$ cat config.mk
export PLATFORM = sky130hd
export DESIGN_NAME = chunked_body_decoder_unit
export DESIGN_NICKNAME = d
export VERILOG_FILES = /design/src/chdec_pkg.sv /design/src/chdec_core.sv /design/src/chunked_body_decoder_unit.sv
export SDC_FILE = /design/constraint.sdc
export NUM_CORES = 1
export LEC_CHECK = 0
export CAP_MARGIN = 20
export CORE_ASPECT_RATIO = 1.25
export CORE_MARGIN = 1
export CORE_UTILIZATION = 55
export CTS_BUF_LIST = sky130_fd_sc_hd__clkbuf_2 sky130_fd_sc_hd__clkbuf_4 sky130_fd_sc_hd__clkbuf_8
export CTS_CLUSTER_DIAMETER = 150
export CTS_CLUSTER_SIZE = 10
export DETAILED_ROUTE_END_ITERATION = 8
export DONT_BUFFER_PORTS = 1
export PLACE_DENSITY = 0.7
export REMOVE_ABC_BUFFERS = 1
export SLEW_MARGIN = 10
export SYNTH_ARGS = -nofsm -noshare
export SYNTH_HDL_FRONTEND = slang
export SYNTH_SLANG_ARGS = --single-unit
$ cat constraint.sdc
create_clock -name clk -period 9.5 [get_ports clk]
set_input_delay 0 -clock clk [delete_from_list [all_inputs] [get_ports clk]]
set_output_delay 0 -clock clk [all_outputs]
set_load 0.05 [all_outputs]
$ cat src/chdec_pkg.sv
// chdec_pkg: shared types and constants for the chunked body decoder
// no dependencies; used by chdec_core and chunked_body_decoder_unit
package chdec_pkg;

    localparam int SIZE_BITS    = 24;
    localparam int CAP_BITS     = 18;
    localparam int CAPACITY_MAX = 131072;

    localparam logic [CAP_BITS-1:0] CAP_LIMIT = CAP_BITS'(CAPACITY_MAX + 1);
    localparam logic [CAP_BITS-1:0] CAP_RESET = CAP_BITS'(CAPACITY_MAX + 1);

    localparam logic [7:0] CH_CR   = 8'd13;
    localparam logic [7:0] CH_LF   = 8'd10;

    typedef struct packed {
        logic [7:0] body_byte;
        logic       has_byte;
        logic       end_of_body;
    } in_item_t;

    typedef struct packed {
        logic [7:0]          out_byte;
        logic                out_valid;
        logic                done_res;
        logic                truncated;
        logic [CAP_BITS-1:0] written_count;
    } res_item_t;

endpackage

$ cat src/chdec_core.sv
// chdec_core: decoder state and the single-pass step logic for one beat
// depends on chdec_pkg
module chdec_core (
    input  logic                         clk,
    input  logic                         rst_n,
    input  logic                         fire,
    input  chdec_pkg::in_item_t          item,
    input  logic [chdec_pkg::CAP_BITS-1:0] capacity,
    output chdec_pkg::res_item_t         res,
    output logic                         res_present
);

    typedef enum logic [2:0] {
        PH_SIZE,
        PH_SKIP,
        PH_DATA,
        PH_POST_CR,
        PH_POST_LF,
        PH_STOP
    } phase_t;

    localparam int SB = chdec_pkg::SIZE_BITS;
    localparam int CB = chdec_pkg::CAP_BITS;

    phase_t          phase_reg, phase_next;
    logic [SB-1:0]   accum_reg, accum_next;
    logic            saw_reg, saw_next;
    logic [SB-1:0]   remain_reg, remain_next;
    logic [CB-1:0]   written_reg, written_next;
    logic            cut_reg, cut_next;

    logic [CB-1:0]   cap_eff;
    logic            consumed;
    logic            lf_end;
    logic            emit;
    logic [4:0]      hex_val;

    function automatic logic [4:0] hex_digit(input logic [7:0] c);
        logic [4:0] v;
        v = 5'h10;
        if (c >= 8'h30 && c <= 8'h39) v = {1'b0, 4'(c - 8'h30)};
        else if (c >= 8'h61 && c <= 8'h66) v = {1'b0, 4'(c - 8'h57)};
        else if (c >= 8'h41 && c <= 8'h46) v = {1'b0, 4'(c - 8'h37)};
        return v;
    endfunction

    assign cap_eff = (capacity > chdec_pkg::CAP_LIMIT) ? chdec_pkg::CAP_LIMIT : capacity;
    assign hex_val = hex_digit(item.body_byte);

    always_comb
    begin
        phase_next   = phase_reg;
        accum_next   = accum_reg;
        saw_next     = saw_reg;
        remain_next  = remain_reg;
        written_next = written_reg;
        cut_next     = cut_reg;
        consumed     = 1'b0;
        lf_end       = 1'b0;
        emit         = 1'b0;

        if (item.has_byte)
        begin
            if (phase_reg == PH_POST_CR)
            begin
                if (item.body_byte == chdec_pkg::CH_CR)
                begin
                    phase_next = PH_POST_LF;
                    consumed   = 1'b1;
                end
                else if (item.body_byte == chdec_pkg::CH_LF)
                begin
                    phase_next = PH_SIZE;
                    consumed   = 1'b1;
                end
                else
                begin
                    phase_next = PH_SIZE;
                end
            end
            else if (phase_reg == PH_POST_LF)
            begin
                phase_next = PH_SIZE;
                consumed   = (item.body_byte == chdec_pkg::CH_LF);
            end

            if (!consumed)
            begin
                case (phase_next)
                    PH_SIZE:
                    begin
                        if (!hex_val[4])
                        begin
                            // saturate when the top nibble would shift out
                            if (accum_reg[SB-1 -: 4] != 4'd0)
                                accum_next = '1;
                            else
                                accum_next = {accum_reg[SB-5:0], hex_val[3:0]};
                            saw_next = 1'b1;
                        end
                        else if (item.body_byte != chdec_pkg::CH_LF)
                            phase_next = PH_SKIP;
                        else
                            lf_end = 1'b1;
                    end
                    PH_SKIP:
                    begin
                        lf_end = (item.body_byte == chdec_pkg::CH_LF);
                    end
                    PH_DATA:
                    begin
                        if (cap_eff != '0)
                        begin
                            if (({1'b0, written_reg} + (CB+1)'(1)) < {1'b0, cap_eff})
                            begin
                                written_next = written_reg + CB'(1);
                                emit         = 1'b1;
                            end
                            else
                                cut_next = 1'b1;
                        end
                        remain_next = remain_reg - SB'(1);
                        if (remain_reg == SB'(1))
                            phase_next = PH_POST_CR;
                    end
                    default:
                    begin
                    end
                endcase

                if (lf_end)
                begin
                    if (!saw_reg || accum_reg == '0)
                        phase_next = PH_STOP;
                    else
                    begin
                        phase_next  = PH_DATA;
                        remain_next = accum_reg;
                    end
                    accum_next = '0;
                    saw_next   = 1'b0;
                end
            end
        end

        // body end with nonzero capacity: missing chunk or short data counts as a cut
        if (item.end_of_body && cap_eff != '0)
        begin
            if ((phase_next == PH_SIZE || phase_next == PH_SKIP) && saw_next
                && accum_next != '0)
                cut_next = 1'b1;
            if (phase_next == PH_DATA)
                cut_next = 1'b1;
        end

        res.out_byte      = emit ? item.body_byte : 8'd0;
        res.out_valid     = emit;
        res.done_res      = item.end_of_body;
        res.truncated     = item.end_of_body ? cut_next : 1'b0;
        res.written_count = item.end_of_body ? written_next : '0;
        res_present       = emit || item.end_of_body;

        if (item.end_of_body)
        begin
            phase_next   = PH_SIZE;
            accum_next   = '0;
            saw_next     = 1'b0;
            remain_next  = '0;
            written_next = '0;
            cut_next     = 1'b0;
        end
    end

    always_ff @(posedge clk or negedge rst_n)
    begin
        if (!rst_n)
        begin
            phase_reg   <= PH_SIZE;
            accum_reg   <= '0;
            saw_reg     <= 1'b0;
            remain_reg  <= '0;
            written_reg <= '0;
            cut_reg     <= 1'b0;
        end
        else if (fire)
        begin
            phase_reg   <= phase_next;
            accum_reg   <= accum_next;
            saw_reg     <= saw_next;
            remain_reg  <= remain_next;
            written_reg <= written_next;
            cut_reg     <= cut_next;
        end
    end

endmodule

$ cat src/chunked_body_decoder_unit.sv
// chunked_body_decoder_unit: top level, input beat register, config register,
// result register; depends on chdec_pkg and chdec_core
// result path: an accepted beat is held in the input beat register, its result then in the result register
// throughput: one beat per cycle from the single-pass step; a held result beat stalls input
// reset: async active low; decoder state cleared, capacity register cap_reg set to 131073
module chunked_body_decoder_unit (
    input  logic                           clk,
    input  logic                           rst_n,
    input  logic                           cfg_we,
    input  logic [chdec_pkg::CAP_BITS-1:0] cfg_wdata,
    input  logic                           in_valid,
    output logic                           in_stall,
    input  chdec_pkg::in_item_t            in_beat,
    output logic                           res_valid,
    input  logic                           res_stall,
    output chdec_pkg::res_item_t           res_beat
);

    logic [chdec_pkg::CAP_BITS-1:0] cap_reg;
    logic                           item_valid_reg;
    chdec_pkg::in_item_t            item_reg;
    logic                           res_valid_reg;
    chdec_pkg::res_item_t           res_reg;

    chdec_pkg::res_item_t           core_res;
    logic                           core_present;
    logic                           advance;
    logic                           accept;

    assign advance  = item_valid_reg && (!res_valid_reg || !res_stall);
    assign in_stall = item_valid_reg && !advance;
    assign accept   = in_valid && !in_stall;

    chdec_core u_core (
        .clk         (clk),
        .rst_n       (rst_n),
        .fire        (advance),
        .item        (item_reg),
        .capacity    (cap_reg),
        .res         (core_res),
        .res_present (core_present)
    );

    always_ff @(posedge clk or negedge rst_n)
    begin
        if (!rst_n)
        begin
            cap_reg        <= chdec_pkg::CAP_RESET;
            item_valid_reg <= 1'b0;
            res_valid_reg  <= 1'b0;
        end
        else
        begin
            if (cfg_we)
                cap_reg <= cfg_wdata;

            if (accept)
                item_valid_reg <= 1'b1;
            else if (advance)
                item_valid_reg <= 1'b0;

            if (advance && core_present)
                res_valid_reg <= 1'b1;
            else if (!res_stall)
                res_valid_reg <= 1'b0;
        end
    end

    always_ff @(posedge clk)
    begin
        if (accept)
            item_reg <= in_beat;
        if (advance && core_present)
            res_reg <= core_res;
    end

    assign res_valid = res_valid_reg;
    assign res_beat  = res_reg;

endmodule
# Yosys cells after proc, flatten, opt, wreduce, memory -nomap -nowiden
# Cells that the tools add are included.
[totals]
register_bits = 130
in_bits = 33
output_inout_bits = 31
[classes]
n_addsub = 6
magnitude_cmp = 8
n_eq_ne = 12
mux = 70
reduce_logical = 28
[ops]
columns = ["operator", "n"]
rows = [
  ["2-to-1 mux 24 bit", 13],
  ["2-to-1 mux 18 bit", 7],
  ["2-to-1 mux 3 bit", 12],
  ["2-to-1 mux 1 bit", 33],
  ["== test 24 x 1 -> 1 bit, second input constant", 1],
  ["zero test 24 bit", 1],
  ["nonzero test 24 bit", 1],
  ["subtractor 24 x 1 -> 24 bit, second input constant", 1],
  ["adder 18 x 1 -> 19 bit, second input constant", 1],
  ["less-than comparator 19 x 18 -> 1 bit", 1],
  ["adder 18 x 1 -> 18 bit, second input constant", 1],
  ["greater-than comparator 18 bit, second input constant", 1],
  ["nonzero test 18 bit", 1],
  ["== test 8 x 4 -> 1 bit, second input constant", 2],
  ["greater-or-equal comparator 8 x 7 -> 1 bit, second input constant", 2],
  ["less-or-equal comparator 8 x 7 -> 1 bit, second input constant", 2],
  ["2-to-1 mux 5 bit", 3],
  ["logical AND 1 bit", 10],
  ["== test 3 x 2 -> 1 bit, second input constant", 3],
  ["greater-or-equal comparator 8 x 6 -> 1 bit, second input constant", 1],
  ["less-or-equal comparator 8 x 6 -> 1 bit, second input constant", 1],
  ["inequality test 8 x 4 -> 1 bit, second input constant", 1],
  ["subtractor 4 x 3 -> 4 bit, second input constant", 2],
  ["== test 3 x 1 -> 1 bit, second input constant", 2],
  ["12 further kinds", 21],
]

# Depth between registers and ports, before layout
[logic_depth]
word_depth = 20
ltp_mapped = 20
mapped_depth_nobuf = 16

# Hierarchy
# Synthesis repeated with hierarchy kept, for this count alone.
[hier_totals]
hier_cells = 782
hier_area_um2 = 7457.2
[by_module_without_submodules]
columns = ["module", "instances", "cells_per_inst", "area_per_inst_um2"]
rows = [
  ["chdec_core", 1, 694, 5467.7],
  ["chunked_body_decoder_unit", 1, 88, 1989.4],
]

# Least setup slack after synthesis
# No wires, ideal clock.
[synth_timing]
path_type = "register -> register"
from = "register u_core.written_reg[2]"
to = "register res_reg, in the netlist res_beat[0], enable pin"
arrival_time_ns = 3.740
setup_slack_ns = 5.377
stages_incl_launch_ff = 17
n_path_buf = 3
cell_sequence = "dfrtp_1 > clkbuf_1 > nand3_1 > nor3_1 > and3_1 > and3_1 > and3_1 > clkbuf_1 > xor2_1 > ha_1 > a21o_1 > a211oi_1 > o211a_1 > and3_1 > buf_2 > o21ai_2 > inv_1"
[synth_via]
elab_chain_len = 9
[synth_rtl]
columns = ["item", "line_no", "rtl"]
rows = [
  ["start: declaration", "chdec_core.sv:29", "logic [CB-1:0] written_reg, written_next;"],
  ["start signal: assignment", "chdec_core.sv:191", "written_reg <= written_next;"],
  ["adder 18 x 1 -> 19 bit", "chdec_core.sv:114", "if (({1'b0, written_reg} + (CB+1)'(1)) < {1'b0, cap_eff})"],
  ["less-than comparator 19 x 18 -> 1 bit", "chdec_core.sv:114", ""],
  ["2-to-1 mux 1 bit", "chdec_core.sv:114", ""],
  ["2-to-1 mux 1 bit", "chdec_core.sv:112", "if (cap_eff != '0)"],
  ["2-to-1 mux 1 bit", "chdec_core.sv:89", "case (phase_next)"],
  ["2-to-1 mux 1 bit", "chdec_core.sv:87", "if (!consumed)"],
  ["2-to-1 mux 1 bit", "chdec_core.sv:62", "if (item.has_byte)"],
  ["logical OR 1 bit", "chdec_core.sv:161", "res_present = emit || item.end_of_body;"],
  ["logical AND 1 bit", "chunked_body_decoder_unit.sv:73", "if (advance && core_present)"],
  ["end signal: assignment", "chunked_body_decoder_unit.sv:74", "res_reg <= core_res;"],
  ["end: declaration", "chunked_body_decoder_unit.sv:23", "chdec_pkg::res_item_t res_reg;"],
]
# No other way between the ends.
# A chain may end at the register's enable or synchronous reset.

# Worst setup path after layout
[layout_timing]
from = "register u_core.written_reg[0]"
to = "register res_reg, in the netlist res_beat[24], enable pin"
# The elaborated chain is that of the path after synthesis.

==> results.md <==
* Layout cell share with drive strength beyond 1 at 9.13%
* Crit path DAT at 5080 ps
* Final setup vio count at 0
* Async set or reset register ratio after synthesis at 70.0%
* CTS Buf Count at 17
* Critical path's slowest cell: nor4_2
* LEAKAGE at 3.63 nW
* CTS Buffer Depth at 2
* Nets at 887
* Worst hold slack at 35.6 ps
* Most frequent cells in the layout: dfrtp_1 (89), o21ai_0 (88), nand2_1 (68)
* Avg Inst Size Synth at 9.32 sq um
* Synthesized area at 0.00764 sq mm
* Crit Path Max Fanout at 23
* Drt drc at 0
* Layout overhead on the synthesized area at 12.2%
* Cell Count, Final, Fillers Out at 1014
* Class of the worst hold path: in -> reg
* Detailed Routing Iterations Pass 1 at 5
* DR WL met2 at 9.98 mm
* Power Dens Cells at 164 mW/mm^2
* Status: completed
* Largest register FFs at 29
* VDD IR max at 0.0919 mV
* Setup CP Type: reg -> reg
* DRT Wirelength at 19.4 mm
* Later-pin clock latency in the skew report at 450 ps
* RSZ-0062 raised after global routing: false
* Initial Utilization at 57.0%
* Crit start category: register
* Post-synth EDFFs at 39
* Clk sinks at 130
* Initial antenna violation count at 0
* Yosys reg bits at 130
* Tightest Pin Transition at 1090 ps
* Routed len/inst at 19.2 microns
* Worst-path cell chain: ha_1, nand3_1, nor4_2, nand3_1, nor2_1, xor2_1, ha_1, nand4_1, nor2_1, a211oi_1, o211a_1, and3_1, buf_8, o21ai_2, inv_1, buf_8
* Area share of the largest cell type after synthesis at 29.1%
* Clock skew at 7.56 ps
* Die ar. at 0.0144 sq mm
* Ant. Diodes at 0
* Unique cell type count in the Yosys netlist at 67
* DRT antenna net count at 0
* Core area at 0.0134 sq mm
* Hold Vio Cnt, Final at 0
* M1 WL at 7.91 mm
* Leading area contributor after synthesis: dfrtp_1
* Total GRT Usage at 28.5%
* Hpwl dp at 13.2 mm
* Io pins at 64
* Die Ht at 134 microns
* Root Driver: clkbuf_8
* Fin area at 0.00857 sq mm
* Highest Signal Layer: met4
* DP Cell Count at 946
* Detail Route met3 WL at 827 microns
* Main flop type after synthesis: dfrtp_1
* Clock slew at reported path FFs at 80 ps
* Routability Congestion at 0.871
* Top post-synthesis cells by area: dfrtp_1 (29%), edfxtp_1 (15%), o21ai_0 (5.8%)
* Via density per instance at 6.22
* CP peak stage delay at 680 ps
* Site row count at 47
* Worst slew margin at 27.4%
* Iter 0 DRT Violations at 385
* Vias in the first global route at 6370
* Post-DP Area at 0.00771 sq mm
* Worst setup EP type: register
* Yosys warning count at 0
* Fin Setup TNS at 0 ps
* Final Slew Violations at 0
* Global route overflow at 0
* Cells after Synth at 820
* Fill cells at 1114
* Fmax at 203 MHz
* Global-route wire length before repair at 31.6 mm
* Chip width at 107 microns
* Largest net degree at the start of global routing at 92
* CTS H-tree lvls at 4
* CTS tree: built
* Max-cap violations at 0
* Via count at 6309
* Post-layout min period at 4920 ps
* Commonest non-fill, non-tap cell in the layout: dfrtp_1
* Sequential-to-total area share from yosys stat at 45.2%
* Port Buffer Count at 0
* Tcrit/Tclk final at 51.7%
* CP required at 9660 ps
==> power by group <==
part,total [mW],internal [mW],switching [mW]
Sequential,0.671,0.608,0.0639
Clock,0.563,0.337,0.226
Combinational,0.172,0.0697,0.102
==> worst max-delay path, delay by kind of cell, from the launching register on <==
family,cells,cell delay [ps]
xor+xnor,1,200
compound gates,3,510
simple gates,7,1920
buf+inv,3,990
flops,1,470
fa+ha+maj,2,540
==> worst paths after layout <==
path | startpoint | endpoint | slack [ps] | cells past startpoint
min | in_valid | item_reg[0] | 40 | 1
min in group asynchronous | rst_n | u_core.written_reg[5] | 180 | 2
min reg2reg | u_core.remain_reg[6] | u_core.remain_reg[6] | 520 | 2
max in group asynchronous | rst_n | u_core.remain_reg[21] | 8960 | 2
max reg2reg | u_core.written_reg[0] | res_beat[24] | 4580 | 16
max | u_core.written_reg[0] | res_beat[24] | 4580 | 16
==> what timing repair did <==
| action | CTS | global route |
|---|---|---|
| setup endpoints to repair | 0 | 0 |
| hold endpoints to repair | 121 | 0 |
| resized for setup | 0 | 0 |
| setup buffers | 0 | 0 |
| hold buffers | 34 | 0 |
==> per-stage QoR <==
step                      util [%]  power (mW)  worst slack (ps)
after floorplan                  -       0.777              5020
after global placement        57.4       0.827              4160
after detailed placement      57.5       0.830              3950
after CTS                     63.7        1.42              3950
after global routing          64.0        1.46              4060
final                         64.0        1.41              4580
==> cells by family after synthesis <==
| kind of cell | share of synthesized area [%] |
|---|---|
| buffers and inverters | 3.83 |
| multiplexers | 2.78 |
| AND/OR/NAND/NOR | 17.7 |
| XOR/XNOR | 4.01 |
| flip-flops | 45.2 |
| AO/OA/AOI/OAI | 22.6 |
| adder cells (fa/ha/maj) | 3.93 |
==> per-layer routing <==
metal / up-vias / global-route usage, %
met3: 54 / 6.46
li1: 3022 / -
met5: - / 0
met2: 177 / 50.3
met1: 3056 / 32.1
met4: 0 / 13.9
==> cells in the mapped netlist (4+ instances only) <==
cell and number:
or4_1 6, nor2_1 54, nor2b_1 14, and3_1 9, nand4_1 9, nand2b_1 6
a31oi_1 5, nor4_1 10, mux2_2 18, a211oi_1 4, inv_1 20, a21o_1 6
dfrtp_1 89, buf_2 6, edfxtp_1 39, ha_1 24, o22ai_1 5, a22o_1 4
clkbuf_1 45, xor2_1 17, o31ai_1 11, a22oi_1 13, a21oi_1 64, xnor2_1 18
o21ai_0 89, and2_1 30, nand3_1 16, nand2_1 68, nor3_1 18, o21ai_1 24
o22a_1 22
==> cell type report <==
cell class	count	area, sq um	share of cell area [%]
Multi-Input combinational cell	616	3900	45.5
Sequential cell	130	3450	40.2
Timing Repair Buffer	45	463	5.40
Clock inverter	15	238	2.77
Clock buffer	17	234	2.73
Tap cell	171	214	2.50
Inverter	20	75.1	0.876
(Power assumes the default switching activity.)
